`src/yuvrgb_pkg.sv`:
```
package yuvrgb_pkg;

  // Widths of the arithmetic path.
  localparam int unsigned PixW   = 8;
  localparam int unsigned ChromW = PixW + 1;            // centered chroma, signed
  localparam int unsigned CoefW  = 18;                  // signed coefficient width
  localparam int unsigned ProdW  = ChromW + CoefW;      // full product width
  localparam int unsigned TermW  = 25;                  // chroma term, signed
  localparam int unsigned SumW   = TermW + 1;           // luma plus chroma term
  localparam int unsigned OutW   = 24;

  // Q16 conversion coefficients.
  localparam logic signed [CoefW-1:0] CoefRv = 18'sd91881;
  localparam logic signed [CoefW-1:0] CoefGu = -18'sd22553;
  localparam logic signed [CoefW-1:0] CoefGv = -18'sd46801;
  localparam logic signed [CoefW-1:0] CoefBu = 18'sd116129;

  localparam logic [PixW-1:0] ChromaOffset = 8'd128;

  // Register map.
  localparam logic RegPixelFormat = 1'b0;

  // Output format codes.
  localparam logic FmtRgb888 = 1'b0;
  localparam logic FmtRgb565 = 1'b1;

  // Clamp a Q16 channel value to 0..255.
  function automatic logic [PixW-1:0] sat_chan(input logic signed [SumW-1:0] x);
    logic [PixW-1:0] res;
    if (x[SumW-1]) begin
      res = '0;
    end else if (x[SumW-2]) begin
      res = '1;
    end else begin
      res = x[23:16];
    end
    return res;
  endfunction

  // Pack one pixel in the selected output format.
  function automatic logic [OutW-1:0] pack_pixel(input logic fmt,
                                                 input logic [PixW-1:0] r,
                                                 input logic [PixW-1:0] g,
                                                 input logic [PixW-1:0] b);
    logic [OutW-1:0] res;
    if (fmt == FmtRgb565) begin
      res = {8'd0, b[7:3], g[7:2], r[7:3]};
    end else begin
      res = {b, g, r};
    end
    return res;
  endfunction

endpackage

```
`src/yuv420_block_to_rgb_top.sv`:
```
// Converts one 2x2 block of 4:2:0 video (four luma samples and a shared Cb/Cr
// pair) into four RGB pixels, packed as RGB888 or RGB565 by the pixel_format
// register at byte address 0. The block is a four-stage pipeline: a new block
// is taken on every clock (busy stays low) and its result appears on the
// pixel ports with done_o high once it has passed through all stages after the start
// transaction, for a single cycle. The receiver cannot stall the block and
// must take each result in the cycle it is shown. Change pixel_format only
// while no conversion is in flight.
module yuv420_block_to_rgb_top
  import yuvrgb_pkg::*;
(
  input  logic        clk_i,
  input  logic        rst_ni,
  // Configuration port
  input  logic        psel,
  input  logic        penable,
  input  logic        pwrite,
  input  logic [2:0]  paddr,
  input  logic [31:0] pwdata,
  output logic [31:0] prdata,
  output logic        pready,
  // Input block
  input  logic        start,
  output logic        busy,
  input  logic [7:0]  luma_tl_i,
  input  logic [7:0]  luma_tr_i,
  input  logic [7:0]  luma_bl_i,
  input  logic [7:0]  luma_br_i,
  input  logic [7:0]  chroma_b_i,
  input  logic [7:0]  chroma_r_i,
  // Result
  output logic        done_o,
  output logic [23:0] pixel_tl_o,
  output logic [23:0] pixel_tr_o,
  output logic [23:0] pixel_bl_o,
  output logic [23:0] pixel_br_o
);

  logic fmt_q;

  // Configuration register; only the format bit is kept.
  always_ff @(posedge clk_i or negedge rst_ni) begin
    if (!rst_ni) begin
      fmt_q <= FmtRgb888;
    end else if (psel && penable && pwrite && (paddr[2] == RegPixelFormat)) begin
      fmt_q <= pwdata[0];
    end
  end

  assign pready = 1'b1;
  assign prdata = (paddr[2] == RegPixelFormat) ? {31'd0, fmt_q} : 32'd0;

  // The pipeline never stalls.
  assign busy = 1'b0;

  logic accept;
  assign accept = start && !busy;

  // Stage 1: center chroma and form the four chroma products.
  logic signed [ChromW-1:0] cb_c, cr_c;
  logic signed [ProdW-1:0]  rv_p, gu_p, gv_p, bu_p;
  logic [PixW-1:0]          luma_in [4];

  assign cb_c = $signed({1'b0, chroma_b_i}) - $signed({1'b0, ChromaOffset});
  assign cr_c = $signed({1'b0, chroma_r_i}) - $signed({1'b0, ChromaOffset});
  assign rv_p = cr_c * CoefRv;
  assign gu_p = cb_c * CoefGu;
  assign gv_p = cr_c * CoefGv;
  assign bu_p = cb_c * CoefBu;

  assign luma_in[0] = luma_tl_i;
  assign luma_in[1] = luma_tr_i;
  assign luma_in[2] = luma_bl_i;
  assign luma_in[3] = luma_br_i;

  logic                    v1_q;
  logic signed [TermW-1:0] rt1_q, gu1_q, gv1_q, bt1_q;
  logic [PixW-1:0]         luma1_q [4];

  always_ff @(posedge clk_i or negedge rst_ni) begin
    if (!rst_ni) begin
      v1_q <= 1'b0;
    end else begin
      v1_q <= accept;
    end
  end

  always_ff @(posedge clk_i) begin
    rt1_q   <= rv_p[TermW-1:0];
    gu1_q   <= gu_p[TermW-1:0];
    gv1_q   <= gv_p[TermW-1:0];
    bt1_q   <= bu_p[TermW-1:0];
    luma1_q <= luma_in;
  end

  // Stage 2: combine the two green terms.
  logic                    v2_q;
  logic signed [TermW-1:0] rt2_q, gt2_q, bt2_q;
  logic [PixW-1:0]         luma2_q [4];

  always_ff @(posedge clk_i or negedge rst_ni) begin
    if (!rst_ni) begin
      v2_q <= 1'b0;
    end else begin
      v2_q <= v1_q;
    end
  end

  always_ff @(posedge clk_i) begin
    rt2_q   <= rt1_q;
    gt2_q   <= gu1_q + gv1_q;
    bt2_q   <= bt1_q;
    luma2_q <= luma1_q;
  end

  // Stage 3: add the scaled luma to each chroma term for all four pixels.
  logic                  v3_q;
  logic signed [SumW-1:0] rs3_q [4];
  logic signed [SumW-1:0] gs3_q [4];
  logic signed [SumW-1:0] bs3_q [4];

  always_ff @(posedge clk_i or negedge rst_ni) begin
    if (!rst_ni) begin
      v3_q <= 1'b0;
    end else begin
      v3_q <= v2_q;
    end
  end

  for (genvar k = 0; k < 4; k++) begin : g_sum
    logic signed [SumW-1:0] ys;
    assign ys = $signed({2'b00, luma2_q[k], 16'd0});
    always_ff @(posedge clk_i) begin
      rs3_q[k] <= ys + SumW'(rt2_q);
      gs3_q[k] <= ys + SumW'(gt2_q);
      bs3_q[k] <= ys + SumW'(bt2_q);
    end
  end

  // Stage 4: clamp, pack and register the result.
  logic            done_q;
  logic [OutW-1:0] pix_d [4];
  logic [OutW-1:0] pix_q [4];

  for (genvar k = 0; k < 4; k++) begin : g_pack
    assign pix_d[k] = pack_pixel(fmt_q, sat_chan(rs3_q[k]), sat_chan(gs3_q[k]),
                                 sat_chan(bs3_q[k]));
  end

  always_ff @(posedge clk_i or negedge rst_ni) begin
    if (!rst_ni) begin
      done_q <= 1'b0;
    end else begin
      done_q <= v3_q;
    end
  end

  always_ff @(posedge clk_i) begin
    pix_q <= pix_d;
  end

  assign done_o     = done_q;
  assign pixel_tl_o = pix_q[0];
  assign pixel_tr_o = pix_q[1];
  assign pixel_bl_o = pix_q[2];
  assign pixel_br_o = pix_q[3];

endmodule
```
`config.mk`:
```
export PLATFORM = sky130hd
export DESIGN_NAME = yuv420_block_to_rgb_top
export DESIGN_NICKNAME = d
export VERILOG_FILES = /design/src/yuvrgb_pkg.sv /design/src/yuv420_block_to_rgb_top.sv
export SDC_FILE = /design/constraint.sdc
export NUM_CORES = 1
export LEC_CHECK = 0
export ABC_AREA = 1
export BUFFER_PORTS_ARGS = -buffer_cell sky130_fd_sc_hd__buf_4
export CAP_MARGIN = 20
export CORE_UTILIZATION = 30
export CTS_CLUSTER_SIZE = 12
export DETAILED_ROUTE_END_ITERATION = 16
export GPL_ROUTABILITY_DRIVEN = 1
export SLEW_MARGIN = 10
export SYNTH_ARGS = -nofsm -noshare
export SYNTH_HDL_FRONTEND = slang
export SYNTH_SLANG_ARGS = --single-unit
export TNS_END_PERCENT = 100
```
`constraint.sdc`:
```
create_clock -name clk_i -period 2.9 [get_ports clk_i]
set_clock_uncertainty 0.2 [all_clocks]
set_input_delay 0.87 -clock clk_i [delete_from_list [all_inputs] [get_ports clk_i]]
set_output_delay 0.87 -clock clk_i [all_outputs]
set_load 0.005 [all_outputs]
```
## After elaboration in Yosys (flattened, before gate mapping)

Memories as Yosys holds them, arrays and structs flattened.
Index checks and enable logic that the tools add are counted.
Widths: inputs -> output; s select.

- $add $sub $neg: 15
- Multiply operators: 4
- Mux-type cells: 29
- Bitwise logic cells: 1
- Reduce and logical (&&, ||, !) cells: 7

Operator list:

| operator | number |
|---|---|
| $add 25x25->26 | 12 |
| $mux 8 | 24 |
| $mux 16 | 4 |
| $mul 9x18->25 const B | 2 |
| $add 25x25->25 | 1 |
| $mul 9x16->25 const B | 1 |
| $mul 9x17->25 const B | 1 |
| $sub 8x8->9 const B | 2 |
| $reduce_or 2->1 | 4 |
| $logic_and 1x1->1 | 3 |
| $mux 1 | 1 |
| $not 1->1 | 1 |

- Register bits: 340
- Bits in writable memories: 312
- Bits of input ports: 89
- Output and inout bits: 131
- Word-level logic and storage cells: 91
- Memories kept: 3

Memory list:

| name | depth | width | read ports | clocked after memory_dff | wr ports | RTL line | source |
|---|---|---|---|---|---|---|---|
| bs3_q | 4 | 26 | 4 | 0 | 4 | yuv420_block_to_rgb_top.sv:120 | `logic signed [SumW-1:0] bs3_q [4];` |
| gs3_q | 4 | 26 | 4 | 0 | 4 | yuv420_block_to_rgb_top.sv:119 | `logic signed [SumW-1:0] gs3_q [4];` |
| rs3_q | 4 | 26 | 4 | 0 | 4 | yuv420_block_to_rgb_top.sv:118 | `logic signed [SumW-1:0] rs3_q [4];` |

## Logic depth before layout (Yosys ltp)

Gate-level depths: netlist (run 1).
An unclocked memory read counts as a cell.

- Depth after elaboration: 4
- Gate-level depth with buffers: 22
- Mapped depth without buffers: 22

## Least setup slack after synthesis (run 1)

OpenSTA, ideal clock, no wires.

- Path kind: input port to flip-flop
- From: in chroma_b_i[0]
- To: reg gu1_q[19]
- Setup time: 0.120 ns
- Data arrival time: 4.438 ns
- Required time: 2.580 ns
- Setup slack: -1.858 ns
- Stages: 17
- Cells stage by stage: fa_1 -> fa_1 -> inv_1 -> fa_1 -> inv_1 -> fa_1 -> inv_1 -> fa_1 -> inv_1 -> ha_1 -> a21oi_1 -> o21ai_2 -> nand2_1 -> nand2_1 -> nand3b_1 -> nand2_1 -> xor2_1

- Word-level cells in the longest chain between the ends: 2

RTL lines:

| item | RTL line | source |
|---|---|---|
| start: declaration | yuv420_block_to_rgb_top.sv:29 | `input logic [7:0] chroma_b_i,` |
| $sub 8x8->9 | yuv420_block_to_rgb_top.sv:64 | `assign cb_c = $signed({1'b0, chroma_b_i}) - $signed({1'b0, ChromaOffset});` |
| $mul 9x16->25 | yuv420_block_to_rgb_top.sv:67 | `assign gu_p = cb_c * CoefGu;` |
| net gu_p[19] | yuv420_block_to_rgb_top.sv:61 | `logic signed [ProdW-1:0] rv_p, gu_p, gv_p, bu_p;` |
| end signal: assignment | yuv420_block_to_rgb_top.sv:90 | `gu1_q <= gu_p[TermW-1:0];` |
| end: declaration | yuv420_block_to_rgb_top.sv:77 | `logic signed [TermW-1:0] rt1_q, gu1_q, gv1_q, bt1_q;` |

The timed path passes the listed nets, and every way through them passes these cells.
A chain may end at the register's enable or synchronous reset.

## Worst setup path in the final report (run 1)

- From: in chroma_b_i[1]
- To: reg gu1_q[19]

Same word-level chain as after synthesis.

==> metrics.txt, run 1 <==
status=complete, but fails checks; failing checks=setup timing; Flop pwr share=22.2%; Synth Warn #=0; CP cell instances=buf_6 > fa_2 > fa_1 > inv_2 > fa_2 > inv_2 > fa_2 > inv_2 > fa_1 > inv_2 > ha_4 > a21oi_4 > o21ai_4 > nand2_1 > nand2_2 > nand3b_1 > nand2_1 > xor2_1; count of different cell masters after synthesis=37; most frequent cell after synthesis=inv_1; Primary FF master, synth=dfxtp_1; CP arrival=4.59 ns; Leakage Power=16.3 nW; Pint=23.1 mW; M2 GR Usage=29.2%; area share of the largest cell type after synthesis=30.3%; drt pass-1 iters=5; switching part of the total power=43.4%; clk root buf=clkbuf_16; Setup CP Type=primary input to flop; Inst Count DP=4323; Finished Layout Cells=4425; R2R Setup Slk=0.47 ns; final WL=67600 um; EDFF count, synth=0; Synth area leaders=dfxtp_1, ha_1, fa_1; crit-path max cell delay=0.61 ns; Netlist Area Pre-Place=24800 sq um; largest net degree at the start of global routing=49; Vias=19.5k; ANT cells=0; cell taking the most area after synthesis=dfxtp_1; H-tree levels=2; Synth Area in Compound Gates=8.55%; switching power=17.8 mW; Adder-Cell Fraction of Synth Area=32.3%; commonest cells in the netlist=inv_1, nand2_1, ha_1; Simple-Gate Fraction of Synth Area=13.8%; fillers=8034; initial antenna violation count=0; Congestion Overflow GR=0; RSZ-0062 raised after global routing=true; WL/cell=15.3 um; Critical Path Start Type=primary input; worst setup path end=gu1_q[19]$_DFF_P_; async set or reset register ratio after synthesis=1.32%; mux cell area share after synthesis=0.970%; M1 GR Usage=20.1%; post-route setup slack=-1.44 ns; Critical Path Start=chroma_b_i[1]; clock share of power=13.6%; Setup crit end kind=flop; CP Max Fanout=6; worst hold-check path type=flop to flop; DRT antenna net count=0; Comb power frac=64.2%; met3 usage=1.89%; Initial Util=30.3%; sequential share of the synthesized area=30.8%; Fin. Hold Viols=0; pwr/cell area=1240 nW/um^2; total global-route track usage=16.1%; reg-to-reg endpoint=bs3_q[0][24]$_DFF_P_; Slew @ Worst Pin=0.686 ns; Post-route DRC=0; clock-pin slew on the worst setup and hold paths=0.06 ns; Peak Freq=231 MHz; gpl congestion=0.920; period utilization=150%; CTS Buffer Depth=3; core area=81800 sq um; Std-Cell Rows=105; DP HPWL=55500 um; Die Area=83700 sq um; crit path time final=4.34 ns; first-pass GRT wire length=105000 um; Top Usage Layer GRT=met2; clock buffer count from CTS=43; CTS tree=built; DR vias/cell=4.41; post-synthesis xor/xnor area fraction=4.84%; Pwr Total=40.9 mW; share of cells above drive strength 1=24.6%; synthesized flop and latch total=380; CP dominant cell by count=inv_2; final setup fails=57; hold path cells=0; Post-Syn Instances=2859; Critical R2R Launch=bt2_q[16]$_DFF_P_; final core utilization=40.2%; IO Pins=220; Max Slew Vio Count=0; Clock Latency Late Sink=0.58 ns; CTS Sinks=380; max cap viols=0; Synth Area per Inst=8.67 sq um; number of global-route vias before repair=19.7k; R2R cell count=7; CP Data Required Time=3.15 ns; DR iter-0 viols=828; Die Y=289 um; largest family of logic cells by synthesized area=adder cells; Port Buffers=153; Area Growth Syn to Fin=32.7%; Peak VDD IR=0.000445 V; slew margin rel.=54.2%; slowest CP cell=fa_1; die width=289 um; nets=3966
==> power by group through the flow <==
stage / clock (mW) / sequential, mW / combinational (mW)
after floorplan: 0 / 8.50 / 15.9
after global placement: 0 / 9.21 / 23.9
after detailed placement: 0 / 9.22 / 24.0
after CTS: 5.71 / 9.12 / 25.5
after global routing: 5.92 / 9.28 / 29.4
final: 5.56 / 9.09 / 26.2
==> worst min path at each step <==
stage	start	to	slack [ns]
final	luma1_q[27]$_DFF_P_	g_sum[0].ys[19]$_DFF_P_	0.11
after global routing	luma1_q[27]$_DFF_P_	g_sum[0].ys[19]$_DFF_P_	0.12
after CTS	luma1_q[27]$_DFF_P_	g_sum[0].ys[19]$_DFF_P_	0.11
after detailed placement	bt1_q[23]$_DFF_P_	bt2_q[23]$_DFF_P_	0.11
after global placement	rt1_q[17]$_DFF_P_	rt2_q[17]$_DFF_P_	0.11
after floorplan	bt1_q[16]$_DFF_P_	bt2_q[16]$_DFF_P_	0.11
==> state kept, by name (all words and copies together), names as in the netlist, 10 cells and up <==
register / count
bs3_q: 40
gs3_q: 40
rs3_q: 40
g_sum.ys: 32
luma1_q: 32
gv1_q: 25
gu1_q: 24
pixel_bl_o: 24
pixel_br_o: 24
pixel_tl_o: 24
pixel_tr_o: 24
bt1_q: 10
==> layout by cell type (no fill, tap or decap), drive strengths merged <==
master and instances:
a21oi 193, fa 156, clkbuf 54, and3 1
o21bai 9, nor4 2, bufinv 5, mux2i 24
nand2 470, buf 444, nand4 44, a21boi 5
clkinv 8, nor3 13, nor2 232, ha 391
dlygate4sd3 1, a21o 5, o21ai 122, inv 485
o22ai 40, conb 33, xor2 102, dfrtp 5
nor3b 2, nand3b 6, nand3 70, clkinvlp 4
o211ai 17, dfxtp 375, xnor2 35, or2 2
==> stage by stage <==
| step | cell area (sq um) | hold WS, ns | worst slack [ns] | TNS, ns |
|---|---|---|---|---|
| after floorplan | 25800 | 0.110 | -1.64 | -76.21 |
| after global placement | 30000 | 0.110 | -2.03 | -101.22 |
| after detailed placement | 30000 | 0.112 | -2.05 | -102.88 |
| after CTS | 32300 | 0.107 | -1.40 | -63.68 |
| after global routing | 32900 | 0.116 | -1.57 | -70.55 |
| final | 32900 | 0.110 | -1.44 | -65.03 |
==> routing by layer <==
metal  wire [um]  up-vias
li1            -    10100
met4        1620        0
met1       30200     9001
met5           0        -
met2       33300      339
met3        2440      101
==> cell families after synthesis <==
group           count (synthesis)
compound gates                391
mux                            24
flops                         380
other cells                     2
simple gates                  842
fa+ha+maj                     547
xor+xnor                      137
buf+inv                       536
==> critical path: cells and delay by family <==
family          cells  cell delay, ns
simple gates        4            0.29
buf+inv             5            0.34
xor+xnor            1            0.14
fa+ha+maj           6            2.69
compound gates      2            0.27
==> timing repair <==
item                                    CTS  global route
pin swaps                                83            93
hold buffers                              1             0
gates resized for setup                 146           122
endpoints found under the setup margin   58            58
hold endpoints to repair                  5             0
cloned                                    0             0
buffers inserted                         20            20
==> final cells by class <==
type                    instances  area [sq um]  share of cell area [%]
multi-input cells            1974         17100                    51.9
flip-flops and latches        380          7630                    23.2
repair buffers                445          3540                    10.8
inverters                     486          1850                    5.61
well taps                    1070          1340                    4.07
clock buffers                  54          1190                    3.61
clock inverters                16           262                   0.795
(Power assumes the default switching activity.)
==> inputs of run 2 (changes only) <==
--- a/config.mk
+++ b/config.mk
@@ -8,6 +8,7 @@
 export ABC_AREA = 1
 export BUFFER_PORTS_ARGS = -buffer_cell sky130_fd_sc_hd__buf_4
 export CAP_MARGIN = 20
+export CORE_ASPECT_RATIO = 0.9
 export CORE_UTILIZATION = 30
 export CTS_CLUSTER_SIZE = 12
 export DETAILED_ROUTE_END_ITERATION = 16
==> constraint.sdc (replaced) <==
create_clock -name clk_i -period 4.14 [get_ports clk_i]
set_clock_uncertainty 0.2 [all_clocks]
set_input_delay 1.242 -clock clk_i [delete_from_list [all_inputs] [get_ports clk_i]]
set_output_delay 1.242 -clock clk_i [all_outputs]
set_load 0.005 [all_outputs]
==> metrics.txt, run 2 (synthesized netlist as in run 1, its figures left out) <==
status=complete, but fails checks (unchanged); failing checks=setup timing (unchanged); first-pass GRT wire length=105000 um (about the same); die width=305 um (was 289 um); met3 usage=2.26% (was 1.89%); Setup CP Type=primary input to flop (unchanged); Hold WS=0.118 ns (was 0.110 ns); crit path time final=4.71 ns; RSZ-0062 raised after global routing=true (unchanged); area of the multi-input gates=17100 sq um (about the same); worst hold-check path type=flop to flop (unchanged); DRT antenna net count=0 (unchanged); Leakage Power=16.4 nW (was 16.3 nW); DP HPWL=54000 um (was 55500 um); fillers=7913 (was 8034); final core utilization=40.4% (was 40.2%); ANT cells=0 (unchanged); CTS Buffer Depth=3 (unchanged); clock share of power=13.0% (was 13.6%); pwr/cell area=877 nW/um^2 (was 1240 nW/um^2); Area Growth Syn to Fin=32.8% (was 32.7%); Vias=19.6k (was 19.5k); DR vias/cell=4.44 (was 4.41); gpl congestion=0.886 (was 0.920); Setup crit end kind=flop (unchanged); slew margin rel.=55.0% (was 54.2%); Finished Layout Cells=4415 (was 4425); Max Slew Vio Count=0 (unchanged); CTS tree=built (unchanged); share of cells above drive strength 1=24.6% (about the same); switching part of the total power=43.4% (about the same); Post-route DRC=0 (unchanged); DR iter-0 viols=1055 (was 828); Clock Latency Late Sink=0.58 ns (about the same); clk root buf=clkbuf_16 (unchanged); Final Instance Area=32900 sq um (about the same); Critical Path Start Type=primary input (unchanged); largest net degree at the start of global routing=49 (unchanged); WL/cell=15.0 um (was 15.3 um); Std-Cell Rows=99 (was 105); setup TNS=-16.92 ns (was -65.03 ns); Largest regs=bs3_q (40), gs3_q (40), rs3_q (40) (unchanged); Post-Place Worst Slack=-1.11 ns (was -2.05 ns); H-tree levels=2 (unchanged); Congestion Overflow GR=0 (unchanged); Fin. Hold Viols=0 (unchanged); number of global-route vias before repair=19.4k (was 19.7k); leading cell type in the layout, fill and taps excluded=inv_1 (unchanged); IO Pins=220 (unchanged); min-delay src=rt1_q[22]$_DFF_P_ (was luma1_q[27]$_DFF_P_); max cap viols=0 (unchanged); Inst Count DP=4309 (was 4323); final setup fails=51 (was 57); Die Y=275 um (was 289 um); total global-route track usage=15.7% (was 16.1%); period utilization=114%; Flop pwr share=22.2% (about the same); Peak VDD IR=0.000366 V (was 0.000445 V); CP arrival=4.96 ns (was 4.59 ns); Comb power frac=64.8% (was 64.2%); Initial Util=30.4% (was 30.3%); hold path cells=0 (unchanged); Peak Freq=212 MHz; M2 GR Usage=27.1% (was 29.2%); core area=81400 sq um (was 81800 sq um); drt pass-1 iters=5 (unchanged); nets=3965 (was 3966); Register Area=7630 sq um (unchanged); CTS Hold Buffers Added=0 (was 1); most frequent cells in the layout=inv_1, nand2_1, buf_4, dfxtp_1, ha_1 (unchanged); end of the worst hold path=rt2_q[22]$_DFF_P_ (was g_sum[0].ys[19]$_DFF_P_); reg-to-reg endpoint=rs3_q[0][22]$_DFF_P_ (was bs3_q[0][24]$_DFF_P_); switching power=12.5 mW (was 17.8 mW); post-route setup slack=-0.567 ns (was -1.44 ns); Slew @ Worst Pin=0.675 ns (was 0.686 ns); M1 GR Usage=20.6% (was 20.1%); Pint=16.3 mW (was 23.1 mW); R2R Setup Slk=1.58 ns (was 0.47 ns); Pwr Total=28.9 mW (was 40.9 mW); CTS Sinks=380 (unchanged); CP Data Required Time=4.39 ns (was 3.15 ns); initial antenna violation count=1 (was 0); R2R cell count=7 (unchanged); Top Usage Layer GRT=met2 (unchanged); CP Max Fanout=6 (unchanged); final WL=66300 um (was 67600 um); Die Area=83800 sq um (was 83700 sq um); area post-placement=29900 sq um (was 30000 sq um); Critical R2R Launch=rt2_q[17]$_DFF_P_ (was bt2_q[16]$_DFF_P_); clock-pin slew on the worst setup and hold paths=0.05 ns (was 0.06 ns); clock buffer count from CTS=43 (unchanged); Port Buffers=153 (unchanged)
==> run 2: changes by cell type in the layout (fill, tap and decap cells not counted), sizes merged <==
cell and change:
dlygate4sd3 -1, bufinv -2, clkbuf +2, clkinvlp +1
clkinv -3, inv +3
==> run 2: worst max path at each step <==
stage / to / from / slack (ns) / cells past startpoint
after floorplan: gu1_q[19]$_DFF_P_ / chroma_b_i[2] / -0.77 / 17
after global placement: gu1_q[24]$_DFF_P_ / chroma_b_i[2] / -1.12 / 20
after detailed placement: gu1_q[21]$_DFF_P_ / chroma_b_i[2] / -1.11 / 18
after CTS: gu1_q[21]$_DFF_P_ / chroma_b_i[0] / -0.49 / 18
after global routing: gu1_q[19]$_DFF_P_ / chroma_b_i[1] / -0.67 / 18
final: gu1_q[19]$_DFF_P_ / chroma_b_i[1] / -0.57 / 18
==> run 2: power by group through the flow <==
stage,sequential [mW],combinational (mW),clock (mW)
after detailed placement,6.51,16.6,0
after global routing,6.55,20.9,4.01
after floorplan,5.95,11.1,0
after CTS,6.44,17.8,3.84
final,6.41,18.7,3.75
after global placement,6.49,16.5,0
==> run 2: final cells by class <==
type	count	share of cell area, %
clock inverters	15	0.616
well taps	1060	4.03
multi-input cells	1974	52.0
clock buffers	56	3.60
inverters	486	5.61
flip-flops and latches	380	23.2
repair buffers	444	10.9
==> run 2: repair_timing <==
action                                  in CTS  in global routing
gates cloned                                 0                  0
pin swaps                                  120                 98
setup buffers                               29                 10
gates resized for setup                    199                109
endpoints found under the setup margin      53                 53
==> run 2: critical path, cell delays in order <==
cell and delay, ns:
buf_6 0.10, fa_2 0.60, fa_1 0.60, inv_2 0.04, fa_2 0.56, inv_2 0.04, fa_2 0.33, inv_2 0.07
fa_1 0.40, inv_2 0.08, ha_4 0.22, a21oi_4 0.17, o21ai_4 0.09, nand2_1 0.08, nand2_2 0.06, nand3b_1 0.08
nand2_1 0.06, xor2_1 0.14
==> run 2: metal layers <==
| metal | wire length [um] | vias to the layer above |
|---|---|---|
| met5 | 0 | - |
| met1 | 30800 | 9020 |
| met4 | 1390 | 0 |
| met2 | 31300 | 395 |
| met3 | 2930 | 86 |
| li1 | - | 10100 |
==> inputs of run 3 (changes only) <==
--- a/config.mk
+++ b/config.mk
@@ -9,7 +9,7 @@
 export BUFFER_PORTS_ARGS = -buffer_cell sky130_fd_sc_hd__buf_4
 export CAP_MARGIN = 20
 export CORE_ASPECT_RATIO = 0.9
-export CORE_UTILIZATION = 30
+export CORE_UTILIZATION = 40
 export CTS_CLUSTER_SIZE = 12
 export DETAILED_ROUTE_END_ITERATION = 16
 export GPL_ROUTABILITY_DRIVEN = 1
==> constraint.sdc (replaced) <==
create_clock -name clk_i -period 5.2 [get_ports clk_i]
set_clock_uncertainty 0.2 [all_clocks]
set_input_delay 1.56 -clock clk_i [delete_from_list [all_inputs] [get_ports clk_i]]
set_output_delay 1.56 -clock clk_i [all_outputs]
set_load 0.005 [all_outputs]
==> metrics.txt, run 3 (synthesized netlist as in run 1, its figures left out) <==
crit-path max cell delay=0.72 ns (was 0.60 ns); share of cells above drive strength 1=15.2% (was 24.6%); CTS Hold Buffers Added=0 (unchanged); Hold WS=0.121 ns (was 0.118 ns); Area Growth Syn to Fin=21.4% (was 32.8%); CTS tree=built (unchanged); ANT cells=0 (unchanged); CP delay by family, top=adder cells (unchanged); Die Y=238 um (was 275 um); gpl congestion=0.910 (was 0.886); Setup CP Type=primary input to flop (unchanged); Fin. Hold Viols=0 (unchanged); Initial Util=40.5% (was 30.4%); first-pass GRT wire length=97500 um (was 105000 um); Port Buffers=153 (unchanged); Leakage Power=15.8 nW (was 16.4 nW); pwr/cell area=677 nW/um^2 (was 877 nW/um^2); final setup fails=0 (was 51); total global-route track usage=19.7% (was 15.7%); CP Max Fanout=6 (unchanged); RSZ-0062 raised after global routing=false (was true); DR vias/cell=4.64 (was 4.44); Peak Freq=198 MHz; clk root buf=clkbuf_16 (unchanged); Max Slew Vio Count=0 (unchanged); drt pass-1 iters=6 (was 5); Critical Path Start Type=primary input (unchanged); clock-pin slew on the worst setup and hold paths=0.06 ns (was 0.05 ns); slew margin rel.=56.1% (was 55.0%); Slew @ Worst Pin=0.659 ns (was 0.675 ns); R2R Setup Slk=2.60 ns (was 1.58 ns); min-delay src=rt1_q[18]$_DFF_P_ (was rt1_q[22]$_DFF_P_); most frequent cells in the layout=inv_1, nand2_1, buf_4, dfxtp_1, ha_1 (unchanged); Vias=18.9k (was 19.6k); CP dominant cell by count=ha_1 (was inv_2); clock buffer count from CTS=42 (was 43); Die Area=62900 sq um (was 83800 sq um); CTS Buffer Depth=3 (unchanged); IO Pins=220 (unchanged); slowest CP cell=fa_2 (unchanged); Largest regs=bs3_q (40), gs3_q (40), rs3_q (40) (unchanged); WL/cell=14.9 um (was 15.0 um); end of the worst hold path=rt2_q[18]$_DFF_P_ (was rt2_q[22]$_DFF_P_); reg-to-reg endpoint=bs3_q[1][24]$_DFF_P_ (was rs3_q[0][22]$_DFF_P_); Setup crit end kind=flop (unchanged); Pwr Total=20.4 mW (was 28.9 mW); max cap viols=0 (unchanged); Critical Path Start=chroma_b_i[0] (was chroma_b_i[1]); die width=264 um (was 305 um); CP cell instances=buf_4 > fa_2 > ha_1 > fa_1 > fa_1 > ha_1 > ha_1 > a21oi_1 > o21ai_0 > a21oi_1 > nand3_1 > nand2_1 > nand2_1 (was buf_6 > fa_2 > fa_1 > inv_2 > fa_2 > inv_2 > fa_2 > inv_2 > fa_1 > inv_2 > ha_4 > a21oi_4 > o21ai_4 > nand2_1 > nand2_2 > nand3b_1 > nand2_1 > xor2_1); Critical R2R Launch=bt2_q[17]$_DFF_P_ (was rt2_q[17]$_DFF_P_); DRT antenna net count=0 (unchanged); number of global-route vias before repair=18.5k (was 19.4k); period utilization=97.2%; Std-Cell Rows=86 (was 99); R2R cell count=6 (was 7); CP Data Required Time=5.45 ns (was 4.39 ns); hold path cells=0 (unchanged); Congestion Overflow GR=0 (unchanged); nets=3901 (was 3965); CP arrival=5.30 ns (was 4.96 ns); core area=61200 sq um (was 81400 sq um); DP HPWL=51000 um (was 54000 um); final WL=60900 um (was 66300 um); largest net degree at the start of global routing=49 (unchanged); Peak VDD IR=0.000285 V (was 0.000366 V); Post-route DRC=0 (unchanged); Clock Latency Late Sink=0.58 ns (about the same); DR iter-0 viols=1004 (was 1055); status=completed (was complete, but fails checks); CTS Sinks=380 (unchanged); worst hold-check path type=flop to flop (unchanged); initial antenna violation count=2 (was 1); crit path time final=5.05 ns; H-tree levels=2 (unchanged); leading cell type in the layout, fill and taps excluded=inv_1 (unchanged); worst path bufs/invs=1 (was 5)
==> run 3: per-stage QoR <==
stage                     area, sq um  worst slack [ns]  cells  setup TNS (ns)  utilization [%]
final                           30100             0.146   4084               0             49.1
after floorplan                 25100           -0.0318   2890         -0.0571                -
after CTS                       30000            0.0965   4083               0             49.0
after detailed placement        28700            -0.500   4012          -16.56             46.9
after global placement          28700            -0.454   4012          -15.71             46.9
after global routing            30100           0.00340   4084               0             49.1
==> run 3: layout make-up <==
class / instances / area, sq um
Clock inverter: 10 / 105
Inverter: 486 / 1830
Timing Repair Buffer: 381 / 2910
Fill cell: 5815 / 31100
Multi-Input combinational cell: 1974 / 15400
Clock buffer: 61 / 1190
Tap cell: 792 / 991
Sequential cell: 380 / 7630
==> run 3: timing repair <==
action	CTS	global route
endpoints found under the setup margin	0	14
gates resized for setup	0	20
buffers inserted	0	1
==> run 3: how the worst max path moves through the flow <==
stage	end	slack, ns	cells after the start
final	gu1_q[22]$_DFF_P_	0.15	13
after global routing	rt1_q[22]$_DFF_P_	0.003	20
after CTS	rt1_q[22]$_DFF_P_	0.1	19
after detailed placement	rt1_q[22]$_DFF_P_	-0.50	19
after global placement	rt1_q[22]$_DFF_P_	-0.45	19
after floorplan	gu1_q[19]$_DFF_P_	-0.03	17
==> run 3: layer usage <==
metal	part of all wire (%)	global-route usage [%]	vias up
li1	-	-	9964
met1	49	27.3	8528
met2	45	32.6	373
met3	4.0	1.86	75
met4	2.3	5.29	0
met5	0	0	-
==> run 3: report_power, final <==
part           total, mW  internal (mW)  switching [mW]
combinational       12.5           5.62            6.90
clock               2.78           1.60            1.17
sequential          5.07           4.28           0.796
total               20.4           11.5            8.88
